===== src/rtl/atr_pkg.sv =====
// Shared types, constants and helpers for the AUX transaction rewriter.
// Depends on nothing; every other file of the block imports it.
`timescale 1ns / 1ps
package atr_pkg;

    localparam int PAYLOAD_BYTES = 16;
    localparam int LANES         = 16;
    localparam int LANE_W        = $clog2(LANES);
    localparam int COUNT_W       = 5;
    localparam int CFG_INDEX_W   = 3;
    localparam int CFG_DATA_W    = 8;

    localparam logic [19:0] ADDR_EDID       = 20'h00050;
    localparam logic [19:0] ADDR_LINK_BW    = 20'h00100;
    localparam logic [19:0] ADDR_LANE_COUNT = 20'h00101;
    localparam logic [19:0] ADDR_TRAIN_PAT  = 20'h00102;
    localparam logic [19:0] ADDR_LANE01_ST  = 20'h00202;

    localparam logic [COUNT_W-1:0] SERIAL_MIN_COUNT = 5'd12;
    localparam logic [COUNT_W-1:0] DOCK_MIN_COUNT   = 5'd6;
    localparam logic [LANE_W-1:0]  SERIAL_FIRST     = 4'd8;
    localparam logic [LANE_W-1:0]  SERIAL_LAST      = 4'd11;
    localparam logic [LANE_W-1:0]  DOCK_LAST        = 4'd5;

    localparam logic [7:0] DOCK_FIRST_BYTE = 8'h00;
    localparam logic [7:0] DOCK_FILL_BYTE  = 8'hFF;

    localparam logic [7:0] RESET_RATE_CODE = 8'd30;
    localparam logic [7:0] RESET_LANE_CODE = 8'd4;
    localparam logic [7:0] RESET_FUZZ_SEED = 8'd90;

    typedef enum logic [CFG_INDEX_W-1:0] {
        CFG_MASK_SERIAL  = 3'd0,
        CFG_DOCK_EMU     = 3'd1,
        CFG_FUZZ         = 3'd2,
        CFG_SLOW_TRAIN   = 3'd3,
        CFG_HPD_BOUNCE   = 3'd4,
        CFG_RATE_CODE    = 3'd5,
        CFG_LANE_CODE    = 3'd6,
        CFG_FUZZ_SEED    = 3'd7
    } t_cfg_index;

    typedef enum logic [2:0] {
        NOTE_NONE     = 3'd0,
        NOTE_SERIAL   = 3'd1,
        NOTE_RATE     = 3'd2,
        NOTE_LANES    = 3'd3,
        NOTE_DOCK     = 3'd4,
        NOTE_FUZZ     = 3'd5,
        NOTE_TRAINING = 3'd6,
        NOTE_HPD      = 3'd7
    } t_note;

    typedef struct packed {
        logic [19:0]        aux_address;
        logic [COUNT_W-1:0] byte_count;
        logic [63:0]        payload_low;
        logic [63:0]        payload_high;
    } t_atr_in;

    typedef struct packed {
        logic [63:0] rewritten_low;
        logic [63:0] rewritten_high;
        logic        injected;
        logic        hpd_bounce_request;
        logic [2:0]  note_code;
        logic [31:0] serial_override_total;
        logic [31:0] alert_total;
        logic [31:0] training_step_total;
        logic [7:0]  link_rate_seen;
        logic [7:0]  lane_count_seen;
    } t_atr_out;

    typedef struct packed {
        logic       mask_serial;
        logic       dock_emu;
        logic       fuzz;
        logic       slow_train;
        logic       hpd_alert;
        logic [7:0] rate_code;
        logic [7:0] lane_code;
        logic [7:0] seed_base;
    } t_atr_cfg;

    // Rule hits for one transaction, shared by all lanes and the merge stage.
    typedef struct packed {
        logic               serial;
        logic               rate;
        logic               lane;
        logic               dock;
        logic               fuzz;
        logic               training;
        logic               hpd;
        logic [COUNT_W-1:0] count_sat;
    } t_atr_rules;

    typedef logic [LANES-1:0][7:0] t_atr_bytes;

    // Fixed characters for EDID serial bytes 8 to 11.
    function automatic logic [7:0] serial_char(input logic [1:0] pos);
        logic [7:0] c;
        case (pos)
            2'd0:    c = 8'h4A;
            2'd1:    c = 8'h41;
            2'd2:    c = 8'h59;
            default: c = 8'h31;
        endcase
        return c;
    endfunction

endpackage


===== src/rtl/atr_rule_decode.sv =====
// Address and byte-count decode that decides which rewrite rules fire.
// Depends on atr_pkg.
`timescale 1ns / 1ps
module atr_rule_decode (
    input  atr_pkg::t_atr_in    i_item,
    input  atr_pkg::t_atr_cfg   i_cfg,
    output atr_pkg::t_atr_rules o_rules
);
    import atr_pkg::*;

    logic [COUNT_W-1:0] count_sat;
    logic               is_edid;

    always_comb begin
        if (i_item.byte_count > COUNT_W'(PAYLOAD_BYTES)) begin
            count_sat = COUNT_W'(PAYLOAD_BYTES);
        end else begin
            count_sat = i_item.byte_count;
        end
        is_edid = (i_item.aux_address == ADDR_EDID);

        o_rules.count_sat = count_sat;
        o_rules.serial    = i_cfg.mask_serial && is_edid && (count_sat >= SERIAL_MIN_COUNT);
        o_rules.rate      = (i_item.aux_address == ADDR_LINK_BW) && (count_sat != '0);
        o_rules.lane      = (i_item.aux_address == ADDR_LANE_COUNT) && (count_sat != '0);
        o_rules.dock      = i_cfg.dock_emu && is_edid && (count_sat >= DOCK_MIN_COUNT);
        o_rules.fuzz      = i_cfg.fuzz && (count_sat != '0);
        o_rules.training  = i_cfg.slow_train && (i_item.aux_address == ADDR_TRAIN_PAT);
        o_rules.hpd       = i_cfg.hpd_alert && (i_item.aux_address == ADDR_LANE01_ST);
    end

endmodule


===== src/rtl/atr_byte_lane.sv =====
// One payload byte lane: applies the byte rewrite rules in order to its byte.
// Depends on atr_pkg.
`timescale 1ns / 1ps
module atr_byte_lane (
    input  logic [atr_pkg::LANE_W-1:0] i_lane_index,
    input  logic [7:0]                 i_byte,
    input  atr_pkg::t_atr_rules        i_rules,
    input  atr_pkg::t_atr_cfg          i_cfg,
    output logic [7:0]                 o_byte
);
    import atr_pkg::*;

    logic       present;
    logic       held;
    logic [7:0] b;

    always_comb begin
        present = ({1'b0, i_lane_index} < i_rules.count_sat);
        held    = ({1'b0, i_lane_index} < COUNT_W'(PAYLOAD_BYTES));
        b       = i_byte;
        if (i_rules.serial && (i_lane_index >= SERIAL_FIRST) &&
            (i_lane_index <= SERIAL_LAST)) begin
            b = serial_char(i_lane_index[1:0]);
        end
        if (i_rules.rate && (i_lane_index == '0)) begin
            b = i_cfg.rate_code;
        end
        if (i_rules.lane && (i_lane_index == '0)) begin
            b = i_cfg.lane_code;
        end
        if (i_rules.dock && (i_lane_index <= DOCK_LAST)) begin
            b = (i_lane_index == '0) ? DOCK_FIRST_BYTE : DOCK_FILL_BYTE;
        end
        if (i_rules.fuzz && present) begin
            b = b ^ 8'(i_cfg.seed_base + {4'b0000, i_lane_index});
        end
        // Bytes beyond the held payload width always read as zero.
        if (!held) begin
            b = 8'h00;
        end
        o_byte = b;
    end

endmodule


===== src/rtl/atr_merge.sv =====
// Merge stage: packs the lane bytes, picks the note code and keeps the
// running counters and recorded codes. Depends on atr_pkg.
`timescale 1ns / 1ps
module atr_merge (
    input  logic                i_clk,
    input  logic                i_rst_n,
    input  logic                i_accept,
    input  atr_pkg::t_atr_rules i_rules,
    input  atr_pkg::t_atr_cfg   i_cfg,
    input  atr_pkg::t_atr_bytes i_bytes,
    output atr_pkg::t_atr_out   o_result
);
    import atr_pkg::*;

    logic [31:0] r_serial, n_serial;
    logic [31:0] r_alert, n_alert;
    logic [31:0] r_train, n_train;
    logic [7:0]  r_rate, n_rate;
    logic [7:0]  r_lanes, n_lanes;
    t_note       note;

    always_comb begin
        n_serial = r_serial + 32'(i_rules.serial);
        n_alert  = r_alert + 32'(i_rules.fuzz) + 32'(i_rules.hpd);
        n_train  = r_train + 32'(i_rules.training);
        n_rate   = i_rules.rate ? i_cfg.rate_code : r_rate;
        n_lanes  = i_rules.lane ? i_cfg.lane_code : r_lanes;

        // Later rules take precedence for the note.
        if (i_rules.hpd) begin
            note = NOTE_HPD;
        end else if (i_rules.training) begin
            note = NOTE_TRAINING;
        end else if (i_rules.fuzz) begin
            note = NOTE_FUZZ;
        end else if (i_rules.dock) begin
            note = NOTE_DOCK;
        end else if (i_rules.lane) begin
            note = NOTE_LANES;
        end else if (i_rules.rate) begin
            note = NOTE_RATE;
        end else if (i_rules.serial) begin
            note = NOTE_SERIAL;
        end else begin
            note = NOTE_NONE;
        end

        o_result.rewritten_low         = i_bytes[7:0];
        o_result.rewritten_high        = i_bytes[15:8];
        o_result.injected              = i_rules.serial | i_rules.rate | i_rules.lane |
                                         i_rules.dock | i_rules.fuzz;
        o_result.hpd_bounce_request    = i_rules.hpd;
        o_result.note_code             = note;
        o_result.serial_override_total = n_serial;
        o_result.alert_total           = n_alert;
        o_result.training_step_total   = n_train;
        o_result.link_rate_seen        = n_rate;
        o_result.lane_count_seen       = n_lanes;
    end

    always_ff @(posedge i_clk) begin
        if (!i_rst_n) begin
            r_serial <= '0;
            r_alert  <= '0;
            r_train  <= '0;
            r_rate   <= '0;
            r_lanes  <= '0;
        end else if (i_accept) begin
            r_serial <= n_serial;
            r_alert  <= n_alert;
            r_train  <= n_train;
            r_rate   <= n_rate;
            r_lanes  <= n_lanes;
        end
    end

endmodule


===== src/rtl/aux_transaction_rewriter.sv =====
// AUX transaction rewriter top level: config registers, rule decode, byte lanes,
// merge stage and a two-entry output buffer. Depends on atr_pkg and submodules.
// Results go to the output register, or to the skid entry when it is held.
// Throughput: one transaction per cycle unless the output buffer fills.
// Reset (synchronous, active low) restores the register defaults, clears all
// counters and recorded codes, and empties the output buffer.
`timescale 1ns / 1ps
module aux_transaction_rewriter (
    input  logic                            i_clk,
    input  logic                            i_rst_n,
    // Configuration write port.
    input  logic                            i_cfg_we,
    input  logic [atr_pkg::CFG_INDEX_W-1:0] i_cfg_index,
    input  logic [atr_pkg::CFG_DATA_W-1:0]  i_cfg_data,
    // Input transaction channel.
    input  logic                            i_in_valid,
    output logic                            o_in_stall,
    input  atr_pkg::t_atr_in                i_in_data,
    // Result channel.
    output logic                            o_out_valid,
    input  logic                            i_out_stall,
    output atr_pkg::t_atr_out               o_out_data
);
    import atr_pkg::*;

    t_atr_cfg   r_cfg;
    t_atr_rules rules;
    t_atr_bytes in_bytes;
    t_atr_bytes out_bytes;
    t_atr_out   result;
    t_atr_out   r_out;
    t_atr_out   r_skid;
    logic       r_out_valid;
    logic       r_skid_valid;
    logic       in_accept;
    logic       out_fire;

    // Configuration registers. Single-bit flags take bit 0 of the data.
    always_ff @(posedge i_clk) begin
        if (!i_rst_n) begin
            r_cfg.mask_serial <= 1'b0;
            r_cfg.dock_emu    <= 1'b0;
            r_cfg.fuzz        <= 1'b0;
            r_cfg.slow_train  <= 1'b0;
            r_cfg.hpd_alert   <= 1'b0;
            r_cfg.rate_code   <= RESET_RATE_CODE;
            r_cfg.lane_code   <= RESET_LANE_CODE;
            r_cfg.seed_base   <= RESET_FUZZ_SEED;
        end else if (i_cfg_we) begin
            case (t_cfg_index'(i_cfg_index))
                CFG_MASK_SERIAL: r_cfg.mask_serial <= i_cfg_data[0];
                CFG_DOCK_EMU:    r_cfg.dock_emu    <= i_cfg_data[0];
                CFG_FUZZ:        r_cfg.fuzz        <= i_cfg_data[0];
                CFG_SLOW_TRAIN:  r_cfg.slow_train  <= i_cfg_data[0];
                CFG_HPD_BOUNCE:  r_cfg.hpd_alert   <= i_cfg_data[0];
                CFG_RATE_CODE:   r_cfg.rate_code   <= i_cfg_data;
                CFG_LANE_CODE:   r_cfg.lane_code   <= i_cfg_data;
                CFG_FUZZ_SEED:   r_cfg.seed_base   <= i_cfg_data;
                default:         r_cfg             <= r_cfg;
            endcase
        end
    end

    // The input side stalls only while the skid entry is occupied, which
    // keeps the stall purely registered.
    assign o_in_stall = r_skid_valid;
    assign in_accept  = i_in_valid && !o_in_stall;
    assign out_fire   = r_out_valid && !i_out_stall;

    atr_rule_decode u_decode (
        .i_item  (i_in_data),
        .i_cfg   (r_cfg),
        .o_rules (rules)
    );

    // Unpack the payload so that lane g sees payload byte g.
    always_comb begin
        for (int k = 0; k < 8; k++) begin
            in_bytes[k]     = i_in_data.payload_low[8*k +: 8];
            in_bytes[k + 8] = i_in_data.payload_high[8*k +: 8];
        end
    end

    // One lane per payload byte; all lanes work on the same transaction
    // in the same cycle.
    for (genvar g = 0; g < LANES; g++) begin : g_lane
        atr_byte_lane u_lane (
            .i_lane_index (LANE_W'(g)),
            .i_byte       (in_bytes[g]),
            .i_rules      (rules),
            .i_cfg        (r_cfg),
            .o_byte       (out_bytes[g])
        );
    end

    // The merge stage owns the counters; they advance only on acceptance,
    // so results leave in the same order as transactions arrive.
    atr_merge u_merge (
        .i_clk    (i_clk),
        .i_rst_n  (i_rst_n),
        .i_accept (in_accept),
        .i_rules  (rules),
        .i_cfg    (r_cfg),
        .i_bytes  (out_bytes),
        .o_result (result)
    );

    // Output register with a skid entry behind it. A new transaction is
    // taken while a finished result waits; if the output register is held,
    // the new result parks in the skid entry and the input stalls next cycle.
    always_ff @(posedge i_clk) begin
        if (!i_rst_n) begin
            r_out_valid  <= 1'b0;
            r_skid_valid <= 1'b0;
        end else if (!r_out_valid || out_fire) begin
            if (r_skid_valid) begin
                r_out_valid  <= 1'b1;
                r_skid_valid <= 1'b0;
            end else begin
                r_out_valid  <= in_accept;
            end
        end else if (in_accept) begin
            r_skid_valid <= 1'b1;
        end
    end

    always_ff @(posedge i_clk) begin
        if (!r_out_valid || out_fire) begin
            r_out <= r_skid_valid ? r_skid : result;
        end
        if (r_out_valid && !out_fire && in_accept) begin
            r_skid <= result;
        end
    end

    assign o_out_valid = r_out_valid;
    assign o_out_data  = r_out;

    // The skid entry is never filled while the output register is empty.
    a_skid_needs_out: assert property (@(posedge i_clk) disable iff (!i_rst_n)
        r_skid_valid |-> r_out_valid)
        else $error("skid entry holds a result while the output register is empty");

    // The skid entry only fills when the output register was held.
    a_skid_fill_held: assert property (@(posedge i_clk) disable iff (!i_rst_n)
        $rose(r_skid_valid) |-> $past(r_out_valid && i_out_stall))
        else $error("skid entry filled while the output was free");

    // A bounce request is always the last rule applied.
    a_hpd_note: assert property (@(posedge i_clk) disable iff (!i_rst_n)
        (o_out_valid && o_out_data.hpd_bounce_request) |-> (o_out_data.note_code == NOTE_HPD))
        else $error("bounce request without the matching note code");

endmodule


===== config.mk =====
export PLATFORM = sky130hd
export DESIGN_NAME = aux_transaction_rewriter
export DESIGN_NICKNAME = d
export VERILOG_FILES = /design/src/rtl/atr_pkg.sv /design/src/rtl/atr_rule_decode.sv /design/src/rtl/atr_byte_lane.sv /design/src/rtl/atr_merge.sv /design/src/rtl/aux_transaction_rewriter.sv
export SDC_FILE = /design/constraint.sdc
export NUM_CORES = 1
export LEC_CHECK = 0
export BUFFER_PORTS_ARGS = -buffer_cell sky130_fd_sc_hd__buf_2
export CAP_MARGIN = 10
export CORE_UTILIZATION = 40
export CTS_BUF_LIST = sky130_fd_sc_hd__clkbuf_16
export DETAILED_ROUTE_END_ITERATION = 6
export GPL_ROUTABILITY_DRIVEN = 0
export GPL_TIMING_DRIVEN = 0
export PLACE_DENSITY_LB_ADDON = 0.1
export REMOVE_ABC_BUFFERS = 1
export SLEW_MARGIN = 5
export SYNTH_ARGS = -nofsm -noshare
export SYNTH_HDL_FRONTEND = slang
export SYNTH_SLANG_ARGS = --single-unit

===== constraint.sdc =====
create_clock -name i_clk -period 27.7 [get_ports i_clk]
set_input_delay 4.155 -clock i_clk [delete_from_list [all_inputs] [get_ports i_clk]]
set_output_delay 4.155 -clock i_clk [all_outputs]
set_load 0.02 [all_outputs]

==> results.sh <==
export IMPL_synth_commonest_cells="edfxtp_1, mux2_2, nand2_1, xnor2_1, a21oi_1"
export IMPL_cp_max_fo=23
export IMPL_grt_pass1_vias=20354
export IMPL_post_cts_buffers=0
export IMPL_worst_slew_pin_transition_ps=1310
export IMPL_slew_viol_final=0
export IMPL_cp_required_ps=28240
export IMPL_hold_start="u_merge.r_rate[5]"
export IMPL_vias=20693
export IMPL_io_pins=416
export IMPL_intPower_mw=1.69
export IMPL_initial_utilization_pct=40.6
export IMPL_cts_tree="yes"
export IMPL_crit_type="in -> reg"
export IMPL_synth_distinct_cells=65
export IMPL_cts_buffer_depth=3
export IMPL_cts_buffers=72
export IMPL_numPortBuffers=415
export IMPL_hold_depth=2
export IMPL_slew_headroom_pct=11.6
export IMPL_violations="design-rule violations"
export IMPL_dp_hpwl_mm=58.9
export IMPL_finalCriticalPeriod_ps=8460
export IMPL_core_region_area_um2=73200
export IMPL_wirelength_mm=84.8
export IMPL_grtUsageTotal_pct=22.0
export IMPL_avgRoutedWirePerCell_um=22.1
export IMPL_drive_above_1_share_pct=29.6
export IMPL_synth_edf_count=490
export IMPL_post_place_cells=3698
export IMPL_clock_fmax_ghz=0.118
export IMPL_clk_insertion_delay_late_ps=620
export IMPL_drc=69
export IMPL_ys_seq_area_share_pct=59.1
export IMPL_synth_top_area_cell="edfxtp_1"
export IMPL_hold_path_class="reg -> reg"
export IMPL_grt_overflow_total=0
export IMPL_setup_violations=0
export IMPL_arrival_ps=8990
export IMPL_endpoint_kind="flop"
export IMPL_clk_pin_slew_ps=60
export IMPL_finalCritPeriodShare_pct=30.5
export IMPL_synthCells=2443
export IMPL_synth_area_top_cells="edfxtp_1, dfxtp_1, mux2_2, xnor2_1, xor2_1"
export IMPL_synth_cell_area_um2=29700
export IMPL_yosys_warnings=0
export IMPL_r2r_slack_ps=22880
export IMPL_synth_most_common_cell="edfxtp_1"
export IMPL_peakVddDrop_mv=0.0458
export IMPL_ant_nets=0
export IMPL_ys_ff_latch=633
export IMPL_reg2reg_depth=11
export IMPL_p_sw_share_pct=23.7
export IMPL_cts_root_buf="clkbuf_16"
export IMPL_fin_cells=3839
export IMPL_finalHoldViolations=0
export IMPL_reg2reg_to="u_merge.r_alert[30]"
export IMPL_finClkSkew_ps=24.2
export IMPL_clkPwrFrac_pct=43.9
export IMPL_antenna_found_initial=12
export IMPL_ys_flop_type="edfxtp_1"
export IMPL_synth_top_area_share_pct=49.5
export IMPL_die_w_um=275
export IMPL_leakagePower_nw=13.3
export IMPL_cap_violations=0
export IMPL_rows=99
export IMPL_htree_levels=3
export IMPL_dieArea_um2=75400
export IMPL_drt_iter0_markers=1408
export IMPL_seq_power_share_pct=48.5
export IMPL_combinationalPowerShare_pct=7.6
export IMPL_power_density_nw_per_um2=62.3
export IMPL_synthArstFlopShare_pct=0
export IMPL_fin_hold_ws_ps=451
export IMPL_grt_max_degree=84
export IMPL_grt_pass1_wl_mm=126
export IMPL_r2r_start="r_cfg[26]"
export IMPL_startpoint_type="primary input"
export IMPL_cts_resized=0
export IMPL_p_sw_uw=525
export IMPL_avgSynthCellArea_um2=12.2
export IMPL_cts_sinks=633
export IMPL_dr_pass1_iters=7
export IMPL_die_y_um=275
export IMPL_outcome="finished, violations left"
export IMPL_area_growth_pct=19.7
export IMPL_hold_path_end="u_merge.r_rate[5]"
export IMPL_avgViaCountPerCell=5.39
export IMPL_cts_hold_buf=0
export IMPL_rsz0062_at_grt="no"
export IMPL_layout_nets=3003
-- kinds of logic (layout without fill, tap and decap cells) --
group | count (synthesis) | count (layout) | share of synthesized area, %
adder cells (fa/ha/maj) | 19 | 19 | 0.825
flip-flops | 633 | 633 | 59.1
XOR/XNOR | 316 | 316 | 9.31
multiplexers | 259 | 259 | 9.75
other | 0 | 7 | 0
buffers and inverters | 180 | 610 | 2.42
AND/OR/NAND/NOR | 713 | 713 | 11.9
AO/OA/AOI/OAI | 323 | 323 | 6.62
-- worst max-delay path, stage by stage --
cell     delay (ps)
buf_2           100
or4_1           690
or4_4           690
nor4_1          910
ha_1            350
ha_1            250
and4_1          310
nand3_1         290
or3_1           530
or4_1           520
a21oi_1         180
-- routing by layer --
metal	vias to the layer above	share of wire, %	GRT usage, %
met4	12	2.6	6.62
met3	124	7.5	5.21
met5	-	0.080	0
li1	9689	-	-
met1	10223	42	28.9
met2	645	48	36.1
-- final cells by class --
type,instances,area [um2]
Fill cell,6592,37600
Sequential cell,633,17600
Multi-Input combinational cell,1630,11500
Timing Repair Buffer,459,2800
Clock buffer,74,1850
Tap cell,959,1200
Clock inverter,58,546
Inverter,19,81.3
Antenna cell,7,17.5
-- power groups by stage --
stage	registers, mW	clock network (mW)	logic (mW)
floorplan	1.14	0	0.0615
global placement	1.11	0	0.166
detailed placement	1.10	0	0.170
CTS	1.08	0.998	0.171
global route	1.08	1.03	0.182
finish	1.07	0.974	0.169
-- worst max path at each step --
stage              startpoint              endpoint  slack (ps)
2_1_floorplan     i_out_stall             r_skid[0]       -1480
3_3_place_gp      i_out_stall           r_skid[189]      -36550
3_5_place_dp   i_in_data[138]   u_merge.r_train[24]       18700
4_1_cts        i_in_data[138]   u_merge.r_train[24]       19330
5_1_grt        i_in_data[152]  u_merge.r_serial[30]       19130
6_report       i_in_data[152]  u_merge.r_serial[28]       19240
-- state kept, by name (all words and copies together) (netlist names) --
register,cells
r_cfg,29
o_out_data,245
u_merge.r_rate,8
u_merge.r_train,32
o_in_stall,1
u_merge.r_lanes,8
u_merge.r_serial,32
r_skid,245
u_merge.r_alert,32
o_out_valid,1
-- stage by stage --
step / TNS (ps) / utilization (%) / cell area (um2) / setup slack, ps / total power, mW
after floorplan: -363440 / - / 29100 / -1480 / 1.20
after global placement: -8943830 / 44.2 / 32400 / -36550 / 1.28
after detailed placement: 0 / 45.3 / 33100 / 18700 / 1.27
after CTS: 0 / 48.6 / 35500 / 19330 / 2.24
after global routing: 0 / 48.6 / 35600 / 19130 / 2.29
final: 0 / 48.6 / 35600 / 19240 / 2.22
-- cells in the final DEF (no fill, tap or decap), types with 17 or more instances in the layout --
cell type  instances
edfxtp_1         490
buf_2            416
mux2_2           245
nand2_1          178
xnor2_1          175
a21oi_1          159
nor2_1           156
xor2_1           141
dfxtp_1          139
nand3_1          100
clkbuf_16         74
nand4_1           60
o21ai_0           55
or3_1             44
nor3_1            42
inv_1             31
nor4_1            19
nor2b_1           19
and2_1            18
ha_1              18
o31ai_1           17
No activity file was read; power rests on OpenSTA's default activity.
